--- src/hdl/totp_pkg.sv ---
// ----------------------------------------------------------------------------
// TOTP package
// Shared types and constants for the HMAC-SHA1 six-digit code generator.
// ----------------------------------------------------------------------------
`default_nettype none

package totp_pkg;

	localparam int KEY_WORDS   = 8;
	localparam int ADDR_W      = 6;
	localparam int DATA_W      = 64;
	localparam int CNT_W       = 7;
	localparam int DIV_STEPS   = 4;
	localparam int MOD_STEPS   = 2;

	localparam logic [5:0]  STEP_SECONDS = 6'd30;
	localparam logic [31:0] CODE_MODULUS = 32'd1000000;
	localparam logic [31:0] IPAD_WORD    = 32'h36363636;
	localparam logic [31:0] OPAD_WORD    = 32'h5c5c5c5c;
	localparam logic [31:0] PAD_WORD     = 32'h80000000;
	localparam logic [31:0] INNER_BITS   = 32'd576;
	localparam logic [31:0] OUTER_BITS   = 32'd672;

	// ceil(2^26 / 30): exact quotient for any 21-bit partial dividend below 30 * 2^16
	localparam logic [21:0] DIV_RECIP    = 22'd2236963;
	// ceil(2^50 / 1000000): exact quotient for any 31-bit value
	localparam logic [30:0] MOD_RECIP    = 31'd1125899907;

	localparam logic [31:0] H0 = 32'h67452301;
	localparam logic [31:0] H1 = 32'hEFCDAB89;
	localparam logic [31:0] H2 = 32'h98BADCFE;
	localparam logic [31:0] H3 = 32'h10325476;
	localparam logic [31:0] H4 = 32'hC3D2E1F0;

	localparam logic [31:0] K0 = 32'h5A827999;
	localparam logic [31:0] K1 = 32'h6ED9EBA1;
	localparam logic [31:0] K2 = 32'h8F1BBCDC;
	localparam logic [31:0] K3 = 32'hCA62C1D6;

	// block order within one code
	localparam logic [1:0] BLK_IKEY = 2'd0;
	localparam logic [1:0] BLK_IMSG = 2'd1;
	localparam logic [1:0] BLK_OKEY = 2'd2;
	localparam logic [1:0] BLK_OMSG = 2'd3;

	typedef logic [KEY_WORDS-1:0][63:0] key_bank_t;

	typedef struct packed {
		logic             load_in;
		logic             div_step;
		logic             blk_load;
		logic             round;
		logic             fin_add;
		logic [1:0]       blk_sel;
		logic [CNT_W-1:0] rnd;
		logic             trunc;
		logic             mod_step;
		logic             mod_fix;
		logic             out_load;
	} totp_cmd_t;

	function automatic logic [31:0] rotl(input logic [31:0] x, input int n);
		rotl = (x << n) | (x >> (32 - n));
	endfunction

endpackage

`default_nettype wire

--- src/hdl/totp_datapath.sv ---
// ----------------------------------------------------------------------------
// TOTP datapath
// Reciprocal divide by 30 over 16-bit digits, one SHA-1 round per cycle,
// truncation and a two-step reciprocal modulo.
// ----------------------------------------------------------------------------
`default_nettype none

module totp_datapath (
	input  wire logic               clk,
	input  wire totp_pkg::totp_cmd_t cmd,
	input  wire totp_pkg::key_bank_t key,
	input  wire logic [63:0]        unix_seconds,
	output logic [19:0]             code
);
	import totp_pkg::*;

	logic [63:0]  num_q;
	logic [4:0]   rem_q;
	logic [31:0]  h_q [5];
	logic [31:0]  inner_q [5];
	logic [31:0]  a_q, b_q, c_q, d_q, e_q;
	logic [31:0]  w_q [16];
	logic [30:0]  bin_q;
	logic [11:0]  quo_q;
	logic [19:0]  code_q;

	logic [20:0]  div_n;
	logic [42:0]  div_prod;
	logic [15:0]  div_q;
	logic [20:0]  div_back;
	logic [31:0]  blk_w [16];
	logic [31:0]  f, k, tmp, w_new;
	logic [159:0] dig;
	logic [31:0]  sel;
	logic [61:0]  mod_prod;
	logic [31:0]  mod_back;

	// one 16-bit digit per step, remainder carried into the next digit
	assign div_n    = {rem_q, num_q[63:48]};
	assign div_prod = 43'(div_n) * 43'(DIV_RECIP);
	assign div_q    = div_prod[41:26];
	assign div_back = 21'(div_q) * 21'(STEP_SECONDS);

	always_comb begin
		for (int i = 0; i < 16; i++) begin
			blk_w[i] = '0;
		end
		case (cmd.blk_sel)
			BLK_IKEY, BLK_OKEY: begin
				for (int i = 0; i < KEY_WORDS; i++) begin
					blk_w[2*i]   = key[i][63:32] ^
						((cmd.blk_sel == BLK_IKEY) ? IPAD_WORD : OPAD_WORD);
					blk_w[2*i+1] = key[i][31:0] ^
						((cmd.blk_sel == BLK_IKEY) ? IPAD_WORD : OPAD_WORD);
				end
			end
			BLK_IMSG: begin
				blk_w[0]  = num_q[63:32];
				blk_w[1]  = num_q[31:0];
				blk_w[2]  = PAD_WORD;
				blk_w[15] = INNER_BITS;
			end
			default: begin
				for (int i = 0; i < 5; i++) begin
					blk_w[i] = inner_q[i];
				end
				blk_w[5]  = PAD_WORD;
				blk_w[15] = OUTER_BITS;
			end
		endcase
	end

	always_comb begin
		if (cmd.rnd < CNT_W'(20)) begin
			f = (b_q & c_q) | (~b_q & d_q);
			k = K0;
		end else if (cmd.rnd < CNT_W'(40)) begin
			f = b_q ^ c_q ^ d_q;
			k = K1;
		end else if (cmd.rnd < CNT_W'(60)) begin
			f = (b_q & c_q) | (b_q & d_q) | (c_q & d_q);
			k = K2;
		end else begin
			f = b_q ^ c_q ^ d_q;
			k = K3;
		end
		tmp   = rotl(a_q, 5) + f + e_q + k + w_q[0];
		w_new = rotl(w_q[13] ^ w_q[8] ^ w_q[2] ^ w_q[0], 1);
	end

	assign dig = {h_q[0], h_q[1], h_q[2], h_q[3], h_q[4]};

	always_comb begin
		sel = '0;
		for (int i = 0; i < 16; i++) begin
			if (h_q[4][3:0] == 4'(i)) begin
				sel = dig[159-8*i -: 32];
			end
		end
	end

	// first step registers the quotient, second step subtracts it back out
	assign mod_prod = 62'(bin_q) * 62'(MOD_RECIP);
	assign mod_back = 32'(quo_q) * CODE_MODULUS;

	always_ff @(posedge clk) begin
		if (cmd.load_in) begin
			num_q  <= unix_seconds;
			rem_q  <= '0;
			h_q[0] <= H0;
			h_q[1] <= H1;
			h_q[2] <= H2;
			h_q[3] <= H3;
			h_q[4] <= H4;
		end
		if (cmd.div_step) begin
			num_q <= {num_q[47:0], div_q};
			rem_q <= 5'(div_n - div_back);
		end
		if (cmd.blk_load) begin
			for (int i = 0; i < 16; i++) begin
				w_q[i] <= blk_w[i];
			end
			a_q <= h_q[0];
			b_q <= h_q[1];
			c_q <= h_q[2];
			d_q <= h_q[3];
			e_q <= h_q[4];
		end
		if (cmd.round) begin
			for (int i = 0; i < 15; i++) begin
				w_q[i] <= w_q[i+1];
			end
			w_q[15] <= w_new;
			e_q <= d_q;
			d_q <= c_q;
			c_q <= rotl(b_q, 30);
			b_q <= a_q;
			a_q <= tmp;
		end
		if (cmd.fin_add) begin
			if (cmd.blk_sel == BLK_IMSG) begin
				// keep inner digest, restart chaining for the outer hash
				inner_q[0] <= h_q[0] + a_q;
				inner_q[1] <= h_q[1] + b_q;
				inner_q[2] <= h_q[2] + c_q;
				inner_q[3] <= h_q[3] + d_q;
				inner_q[4] <= h_q[4] + e_q;
				h_q[0] <= H0;
				h_q[1] <= H1;
				h_q[2] <= H2;
				h_q[3] <= H3;
				h_q[4] <= H4;
			end else begin
				h_q[0] <= h_q[0] + a_q;
				h_q[1] <= h_q[1] + b_q;
				h_q[2] <= h_q[2] + c_q;
				h_q[3] <= h_q[3] + d_q;
				h_q[4] <= h_q[4] + e_q;
			end
		end
		if (cmd.trunc) begin
			bin_q <= sel[30:0];
		end
		if (cmd.mod_step && !cmd.mod_fix) begin
			quo_q <= mod_prod[61:50];
		end
		if (cmd.mod_step && cmd.mod_fix) begin
			bin_q <= 31'({1'b0, bin_q} - mod_back);
		end
		if (cmd.out_load) begin
			code_q <= bin_q[19:0];
		end
	end

	assign code = code_q;

endmodule

`default_nettype wire

--- src/hdl/totp_ctrl.sv ---
// ----------------------------------------------------------------------------
// TOTP controller
// Sequences divide, four SHA-1 compressions, truncation, modulo and output.
// ----------------------------------------------------------------------------
`default_nettype none

module totp_ctrl (
	input  wire logic               clk,
	input  wire logic               arst_n,
	input  wire logic               in_valid,
	output logic                    in_stall,
	output logic                    out_valid,
	input  wire logic               out_stall,
	output totp_pkg::totp_cmd_t     cmd
);
	import totp_pkg::*;

	typedef enum logic [7:0] {
		ST_IDLE  = 8'b0000_0001,
		ST_DIV   = 8'b0000_0010,
		ST_LOAD  = 8'b0000_0100,
		ST_ROUND = 8'b0000_1000,
		ST_ADD   = 8'b0001_0000,
		ST_TRUNC = 8'b0010_0000,
		ST_MOD   = 8'b0100_0000,
		ST_OUT   = 8'b1000_0000
	} state_t;

	state_t           state_q;
	logic [CNT_W-1:0] cnt_q;
	logic [1:0]       blk_q;
	logic             out_valid_q;
	logic             out_free;

	assign out_free = !out_valid_q || !out_stall;

	always_comb begin
		cmd          = '0;
		cmd.blk_sel  = blk_q;
		cmd.rnd      = cnt_q;
		cmd.mod_fix  = (cnt_q == '0);
		cmd.load_in  = (state_q == ST_IDLE) && in_valid;
		cmd.div_step = (state_q == ST_DIV);
		cmd.blk_load = (state_q == ST_LOAD);
		cmd.round    = (state_q == ST_ROUND);
		cmd.fin_add  = (state_q == ST_ADD);
		cmd.trunc    = (state_q == ST_TRUNC);
		cmd.mod_step = (state_q == ST_MOD);
		cmd.out_load = (state_q == ST_OUT) && out_free;
	end

	always_ff @(posedge clk or negedge arst_n) begin
		if (!arst_n) begin
			state_q     <= ST_IDLE;
			cnt_q       <= '0;
			blk_q       <= '0;
			out_valid_q <= 1'b0;
		end else begin
			if (cmd.out_load) begin
				out_valid_q <= 1'b1;
			end else if (!out_stall) begin
				out_valid_q <= 1'b0;
			end
			case (state_q)
				ST_IDLE: begin
					if (in_valid) begin
						state_q <= ST_DIV;
						cnt_q   <= '0;
					end
				end
				ST_DIV: begin
					if (cnt_q == CNT_W'(DIV_STEPS - 1)) begin
						state_q <= ST_LOAD;
						blk_q   <= BLK_IKEY;
					end
					cnt_q <= cnt_q + 1'b1;
				end
				ST_LOAD: begin
					state_q <= ST_ROUND;
					cnt_q   <= '0;
				end
				ST_ROUND: begin
					if (cnt_q == CNT_W'(79)) begin
						state_q <= ST_ADD;
					end
					cnt_q <= cnt_q + 1'b1;
				end
				ST_ADD: begin
					if (blk_q == BLK_OMSG) begin
						state_q <= ST_TRUNC;
					end else begin
						state_q <= ST_LOAD;
						blk_q   <= blk_q + 1'b1;
					end
				end
				ST_TRUNC: begin
					state_q <= ST_MOD;
					cnt_q   <= CNT_W'(MOD_STEPS - 1);
				end
				ST_MOD: begin
					if (cnt_q == '0) begin
						state_q <= ST_OUT;
					end else begin
						cnt_q <= cnt_q - 1'b1;
					end
				end
				ST_OUT: begin
					if (out_free) begin
						state_q <= ST_IDLE;
					end
				end
				default: begin
					state_q <= ST_IDLE;
				end
			endcase
		end
	end

	assign in_stall  = (state_q != ST_IDLE);
	assign out_valid = out_valid_q;

endmodule

`default_nettype wire

--- src/hdl/totp_hmac_sha1_code.sv ---
// Sequence: from item accept to code valid, 4 divide steps, four SHA-1
// blocks on one shared round unit, truncation, 2 modulo steps and the
// output load, which waits only while a stalled code blocks it.
// One item at a time; a new item is taken while the previous code still
// waits in the output register.
// Reset: arst_n clears control and the key registers asynchronously.
// ----------------------------------------------------------------------------
// TOTP HMAC-SHA1 code generator
// Six-digit time-based one-time code from a Unix time and a 64-byte key.
// ----------------------------------------------------------------------------
`default_nettype none

module totp_hmac_sha1_code (
	input  wire logic                          clk,
	input  wire logic                          arst_n,
	input  wire logic                          in_valid,
	output logic                               in_stall,
	input  wire logic [63:0]                   unix_seconds,
	output logic                               out_valid,
	input  wire logic                          out_stall,
	output logic [19:0]                        code,
	input  wire logic                          psel,
	input  wire logic                          penable,
	input  wire logic                          pwrite,
	input  wire logic [totp_pkg::ADDR_W-1:0]   paddr,
	input  wire logic [totp_pkg::DATA_W-1:0]   pwdata,
	output logic [totp_pkg::DATA_W-1:0]        prdata,
	output logic                               pready
);
	import totp_pkg::*;

	key_bank_t key_q;
	totp_cmd_t cmd;

	always_ff @(posedge clk or negedge arst_n) begin
		if (!arst_n) begin
			key_q <= '0;
		end else if (psel && penable && pwrite) begin
			key_q[paddr[5:3]] <= pwdata;
		end
	end

	assign prdata = key_q[paddr[5:3]];
	assign pready = 1'b1;

	totp_ctrl u_ctrl (
		.clk       (clk),
		.arst_n    (arst_n),
		.in_valid  (in_valid),
		.in_stall  (in_stall),
		.out_valid (out_valid),
		.out_stall (out_stall),
		.cmd       (cmd)
	);

	totp_datapath u_dp (
		.clk          (clk),
		.cmd          (cmd),
		.key          (key_q),
		.unix_seconds (unix_seconds),
		.code         (code)
	);

endmodule

`default_nettype wire

--- config.mk ---
export PLATFORM = sky130hd
export DESIGN_NAME = totp_hmac_sha1_code
export DESIGN_NICKNAME = d
export VERILOG_FILES = /design/src/hdl/totp_pkg.sv /design/src/hdl/totp_datapath.sv /design/src/hdl/totp_ctrl.sv /design/src/hdl/totp_hmac_sha1_code.sv
export SDC_FILE = /design/constraint.sdc
export NUM_CORES = 2
export LEC_CHECK = 0
export ABC_CLOCK_PERIOD_IN_PS = 21100
export BUFFER_PORTS_ARGS = -buffer_cell sky130_fd_sc_hd__buf_2
export CAP_MARGIN = 20
export CORE_ASPECT_RATIO = 1.5
export CORE_MARGIN = 5
export CORE_UTILIZATION = 35
export DETAILED_ROUTE_END_ITERATION = 12
export PLACE_DENSITY = 0.61
export SLEW_MARGIN = 20
export SYNTH_ARGS = -nofsm -noshare
export SYNTH_HDL_FRONTEND = slang
export SYNTH_SLANG_ARGS = --single-unit
--- constraint.sdc ---
create_clock -name clk -period 21.1 [get_ports clk]
set_clock_uncertainty 0.2 [all_clocks]
set_input_delay 2.11 -clock clk [delete_from_list [all_inputs] [get_ports clk]]
set_output_delay 2.11 -clock clk [all_outputs]
set_load 0.02 [all_outputs]
**Word level (Yosys, flattened, before mapping)**

Memories as Yosys holds them, arrays and structs flattened.
Index checks and enable logic that the tools add are counted.

- Register bits after elaboration: 822
- Memory bits (writable): 832
- Output and inout bits: 87
- Word-level logic and storage cells: 268
- Memories: 3

Memory list:

| name | words | width | rd ports | clocked after memory_dff | write ports | RTL line | RTL |
|---|---|---|---|---|---|---|---|
| u_dp.w_q | 16 | 32 | 16 | 0 | 16 | totp_datapath.sv:22 | `logic [31:0] w_q [16];` |
| u_dp.h_q | 5 | 32 | 5 | 0 | 5 | totp_datapath.sv:19 | `logic [31:0] h_q [5];` |
| u_dp.inner_q | 5 | 32 | 5 | 0 | 5 | totp_datapath.sv:20 | `logic [31:0] inner_q [5];` |

- Add/sub/neg operators: 14
- Multiply operators: 4
- $lt $le $gt $ge: 5
- Equal/unequal tests: 37
- Multiplexer cells: 101
- Bitwise operators: 58
- Reduce and logical (&&, ||, !) cells: 24

Operator list:

| kind | number |
|---|---|
| 32-bit two-way mux | 41 |
| 31-bit two-way mux | 20 |
| 32-bit bitwise XOR | 19 |
| 512-bit bitwise mux | 1 |
| 96-bit case mux with 2 select lines | 2 |
| 32-bit adder | 9 |
| 288-bit two-way mux | 1 |
| 64-bit two-way mux | 4 |
| 64-bit binary-select mux with 3-bit select | 1 |
| 64-bit demux with 3-bit select | 1 |
| 32-bit AND | 4 |
| 32-bit OR | 3 |
| 32-bit case mux with 2 select lines | 1 |
| 8-bit case mux with 8 select lines | 1 |
| 32-bit by 31-bit bitwise XOR with 32-bit output | 2 |
| 31-bit by 31-bit multiplier with 62-bit output (second input constant) | 1 |
| 21-bit by 22-bit multiplier with 42-bit output (second input constant) | 1 |
| 8-bit two-way mux | 5 |
| 7-bit case mux with 5 select lines | 1 |
| 4-bit == test (second input constant) | 8 |
| 32-bit inverter | 1 |
| 32-bit by 1-bit OR with 32-bit output | 1 |
| 32-bit by 30-bit OR with 32-bit output | 1 |
| 32-bit by 5-bit OR with 32-bit output | 1 |
| 47 further kinds | 113 |

**Logic depth before layout (Yosys ltp)**

An unclocked memory read counts as a cell.

- Depth in word-level cells: 20
- Depth in mapped cells: 31
- Depth with buffers taken out: 31

**Cells and area by module**

From an unflattened synthesis, not the netlist that was laid out.

- Cells, all modules: 9574
- Area total of the unflattened synthesis: 112281.4 µm²

By module, submodules not included:

| module | times used | cells an instance | area each (µm²) | seq. area each (µm²) |
|---|---|---|---|---|
| totp_datapath | 1 | 8127 | 88346.0 | 33752.4 |
| totp_hmac_sha1_code | 1 | 1324 | 22738.1 | 12812.3 |
| totp_ctrl | 1 | 123 | 1197.4 | 451.7 |

**Worst setup path before layout**

Ideal clock, no wire load.

- Path type: reg2reg
- Start point: register u_ctrl.state_q[0]
- End point: register u_dp.a_q[0], enable pin
- Setup time: 4684 ps
- Data arrival time: 12580 ps
- Setup slack: 3636 ps
- Cell stages (with the launch flop): 9
- Path buffers: 3
- Clock period less this slack: 17464 ps
- Cell sequence: dfstp_2 > nor2_1 > nand2_1 > nor3_1 > nand3b_1 > clkbuf_1 > clkbuf_1 > clkbuf_1 > nand2_1

- Word-level cells in the longest chain between the ends: 2

RTL lines:

| item | RTL line | RTL |
|---|---|---|
| start, declared | totp_ctrl.sv:29 | `state_t state_q;` |
| start signal, assigned | totp_ctrl.sv:54 | `state_q <= ST_IDLE;` |
| start signal, assigned | totp_ctrl.sv:67 | `state_q <= ST_DIV;` |
| start signal, assigned | totp_ctrl.sv:73 | `state_q <= ST_LOAD;` |
| 8-bit by 4-bit == test with 1-bit output or 8-bit by 3-bit == test with 1-bit output (tied branches) | totp_ctrl.sv:45, totp_ctrl.sv:44 |  |
| 2-bit nonzero test (no line) * | - |  |
| end signal, assigned | totp_datapath.sv:124 | `a_q <= h_q[0];` |
| end signal, assigned | totp_datapath.sv:139 | `a_q <= tmp;` |
| end, declared | totp_datapath.sv:21 | `logic [31:0] a_q, b_q, c_q, d_q, e_q;` |

Every way passes the cells marked *; elsewhere a longest branch is shown, timed or not.
A chain may end at the register's enable or synchronous reset.

**Worst setup path after layout**

- Start point: register u_dp.bin_q[8]
- End point: register u_dp.quo_q[10] (data pin)

- Word-level cells in the longest chain between the ends: 1

RTL lines:

| item | RTL line | RTL |
|---|---|---|
| start, declared | totp_datapath.sv:23 | `logic [30:0] bin_q;` |
| start signal, assigned | totp_datapath.sv:163 | `bin_q <= sel[30:0];` |
| start signal, assigned | totp_datapath.sv:169 | `bin_q <= 31'({1'b0, bin_q} - mod_back);` |
| 31-bit by 31-bit multiplier with 62-bit output | totp_datapath.sv:103 | `assign mod_prod = 62'(bin_q) * 62'(MOD_RECIP);` |
| via u_dp.mod_prod[60] | totp_datapath.sv:35 | `logic [61:0] mod_prod;` |
| end signal, assigned | totp_datapath.sv:166 | `quo_q <= mod_prod[61:50];` |
| end, declared | totp_datapath.sv:24 | `logic [11:0] quo_q;` |

The timed path passes the listed nets, and every way through them passes these cells.

==> impl_metrics.ini <==
[floorplanning]
die_h_um = 699
io_pins = 228
coreArea_um2 = 316000
row_count = 253
die-area_um2 = 328000
start_util_pct = 35.1
die_w_um = 469

[cts]
clkSinkCount = 1654
clock_path_buffers = 4
htreeDepth = 4
cts_setup_buffers = 0
ctsHoldBuffers = 0
cts_buffers = 166
clockRootBuffer = clkbuf_16
cts_tree = built
path_clk_slew_ns = 0.09
post_cts_resized = 0
worstSkewPairLatency_ns = 0.86

[sta]
finalHoldViolCount = 0
slew_headroom_pct = 15.5
fin_crit_ns = 8.55
worst_pin_slew_ns = 1.26
holdWs_ns = 0.294
setup_violations = 0
period_share_pct = 40.5
slew_violations = 0
tns_ns = 0
max_freq_ghz = 0.117
rsz0062_at_grt = false

[yosys]
synth_edf_count = 1124
ys_ff_latch = 1654
synth_cell_types = 96
synthesis.nets = 11800
synthFlopType = edfxtp_1
async_reset_ff_share_pct = 32.0
avgSynthCellArea_um2 = 10.8
ys_warn_count = 0
syn_area_um2 = 111000
seq_area_frac_synth_pct = 42.4
netlist_instances = 10300

[global_route]
antenna_found_initial = 79
gr-total-overflow = 0
grt_max_degree = 174
grt_pass1_vias = 82500
grt_usage_pct = 24.8
grt_pass1_wl_mm = 597

[worst_setup_path]
worstSetupEndpointType = flip-flop
critical_path_class = flip-flop to flip-flop
cp.required_ns = 21.46
critPathMaxFanout = 9
crit_arrival_ns = 8.91
cp-start-kind = flip-flop

[finish]
nNetsFinal = 11900
syn_to_final_growth_pct = 10.3
drive_gt1_share_pct = 11.5
fin_area_um2 = 122000
fin_util_pct = 38.7
nFillCells = 31300

[route]
avgViaCountPerCell = 5.66
drc_errors = 0
wl_met1_mm = 152
firstDrtPassIters = 8
num_vias = 83300
drt_iter0_drc = 8179
dr_wl_met3_mm = 30.1
antenna_left = 0
top_layer_used = met5
wirelength_mm = 419
wl_per_cell_um = 28.5
wl_met2_mm = 194

[power]
vdd_drop_max_uv = 1080
leakagePower_uw = 0.0511
power.density_nw_per_um2 = 163

[placement]
dpl.hpwl_mm = 312
dpl_cell_area_um2 = 117000
gp_congestion = 0.990
port_buffers = 223

[status]
status = finished clean

[flow_run]
cap_violations = 0

[min_path]
hold_path.class = flip-flop to flip-flop
-- synth_stat cells (134+ instances only) --
library cell | n | share of area [%]
o21ai_1 | 191 | 0.86
xnor2_1 | 271 | 2.1
nand2_1 | 1310 | 4.4
fa_1 | 602 | 11
a21oi_1 | 565 | 2.6
clkbuf_1 | 422 | 1.4
o21ai_0 | 422 | 1.9
nor2_1 | 515 | 1.7
ha_1 | 827 | 9.3
mux2_2 | 480 | 4.9
mux2i_1 | 182 | 1.6
inv_1 | 894 | 3.0
nand3_1 | 134 | 0.61
edfxtp_1 | 1124 | 30
dfrtp_1 | 529 | 12
a22oi_1 | 317 | 2.1
-- per-layer routing --
metal,vias up,GRT usage [%]
li1,36400,-
met1,42100,28.8
met2,3570,40.2
met3,1108,4.28
met4,26,20.2
met5,-,0
-- stage by stage --
step	worst slack (ns)	total power (µW)	std cells
after floorplan	3.64	13700	10300
after global placement	12.52	16700	14400
after detailed placement	12.58	16900	14400
after CTS	12.55	20000	14700
after global routing	12.08	21500	14700
final	12.55	20000	14700
-- power breakdown --
group	total [µW]	switching, µW	leakage (µW)	internal, µW
logic	11700	6920	0.0318	4830
registers	5220	736	0.0168	4480
clock network	3000	1380	0.00257	1620
-- flip-flops by register name, indices dropped and copies added, names as in the netlist --
signal,count
u_ctrl.cnt_q,7
u_dp.rem_q,5
key_q,512
u_dp.code,20
u_dp.c_q,32
u_dp.a_q,32
u_dp.h_q,160
u_dp.w_q,512
u_dp.d_q,32
u_dp.inner_q,160
u_ctrl.out_valid,1
u_dp.bin_q,31
u_ctrl.blk_q,2
u_ctrl.state_q,8
u_dp.num_q,64
u_dp.e_q,32
u_dp.b_q,32
u_dp.quo_q,12
-- layout by cell type (no fill, tap or decap), types with 422 or more instances in the layout --
cell type	instances
nand2_1	1305
edfxtp_1	1124
inv_1	894
ha_1	824
fa_1	602
a21oi_1	564
dfrtp_1	529
nor2_1	505
mux2_2	480
o21ai_0	422
-- cell type report --
class	instances	area (µm²)	area share [%]
clock inverters	83	683	0.559
diodes	49	123	0.100
well taps	4207	5260	4.31
flip-flops and latches	1654	47000	38.5
multi-input cells	7224	58800	48.1
inverters	900	3380	2.77
clock buffers	212	4510	3.69
repair buffers	379	2400	1.97
-- kinds of logic after synthesis --
family | Yosys count | share of synthesized area (%)
other cells | 1 | 0.00338
simple gates | 2495 | 9.78
compound gates | 2196 | 12.6
xor+xnor | 370 | 2.92
mux | 733 | 7.30
flops | 1654 | 42.4
buf+inv | 1398 | 4.79
fa+ha+maj | 1429 | 20.2
-- critical path, stage by stage (launching register included) --
cell and delay, ns:
edfxtp_1 0.89, inv_1 0.33, fa_1 0.62, inv_1 0.06, fa_1 0.48, inv_1 0.06, fa_1 0.45, fa_1 0.43
inv_1 0.07, fa_1 0.44, fa_1 0.45, fa_1 0.52, inv_1 0.05, fa_1 0.49, inv_1 0.04, ha_1 0.28
a211oi_1 0.22, nand2_1 0.10, nor2_1 0.22, nand4_1 0.23, a41oi_1 0.45, a31oi_1 0.25, a21oi_1 0.38, a311o_1 0.28
nor2b_1 0.18, xnor2_1 0.08
-- final timing paths --
| path | startpoint | to | slack (ns) | cells past startpoint |
|---|---|---|---|---|
| hold reg to reg | u_dp.w_q[3][23] | u_dp.w_q[2][119] | 0.29 | 2 |
| setup / recovery | u_dp.bin_q[8] | u_dp.quo_q[10] | 12.55 | 25 |
| min in group asynchronous | arst_n | key_q[353] | 1.12 | 1 |
| hold / removal | u_dp.w_q[3][23] | u_dp.w_q[2][119] | 0.29 | 2 |
| setup reg to reg | u_dp.bin_q[8] | u_dp.quo_q[10] | 12.55 | 25 |
| max in group asynchronous | arst_n | key_q[212] | 17.03 | 3 |
No activity file was read; power rests on OpenSTA's default activity.
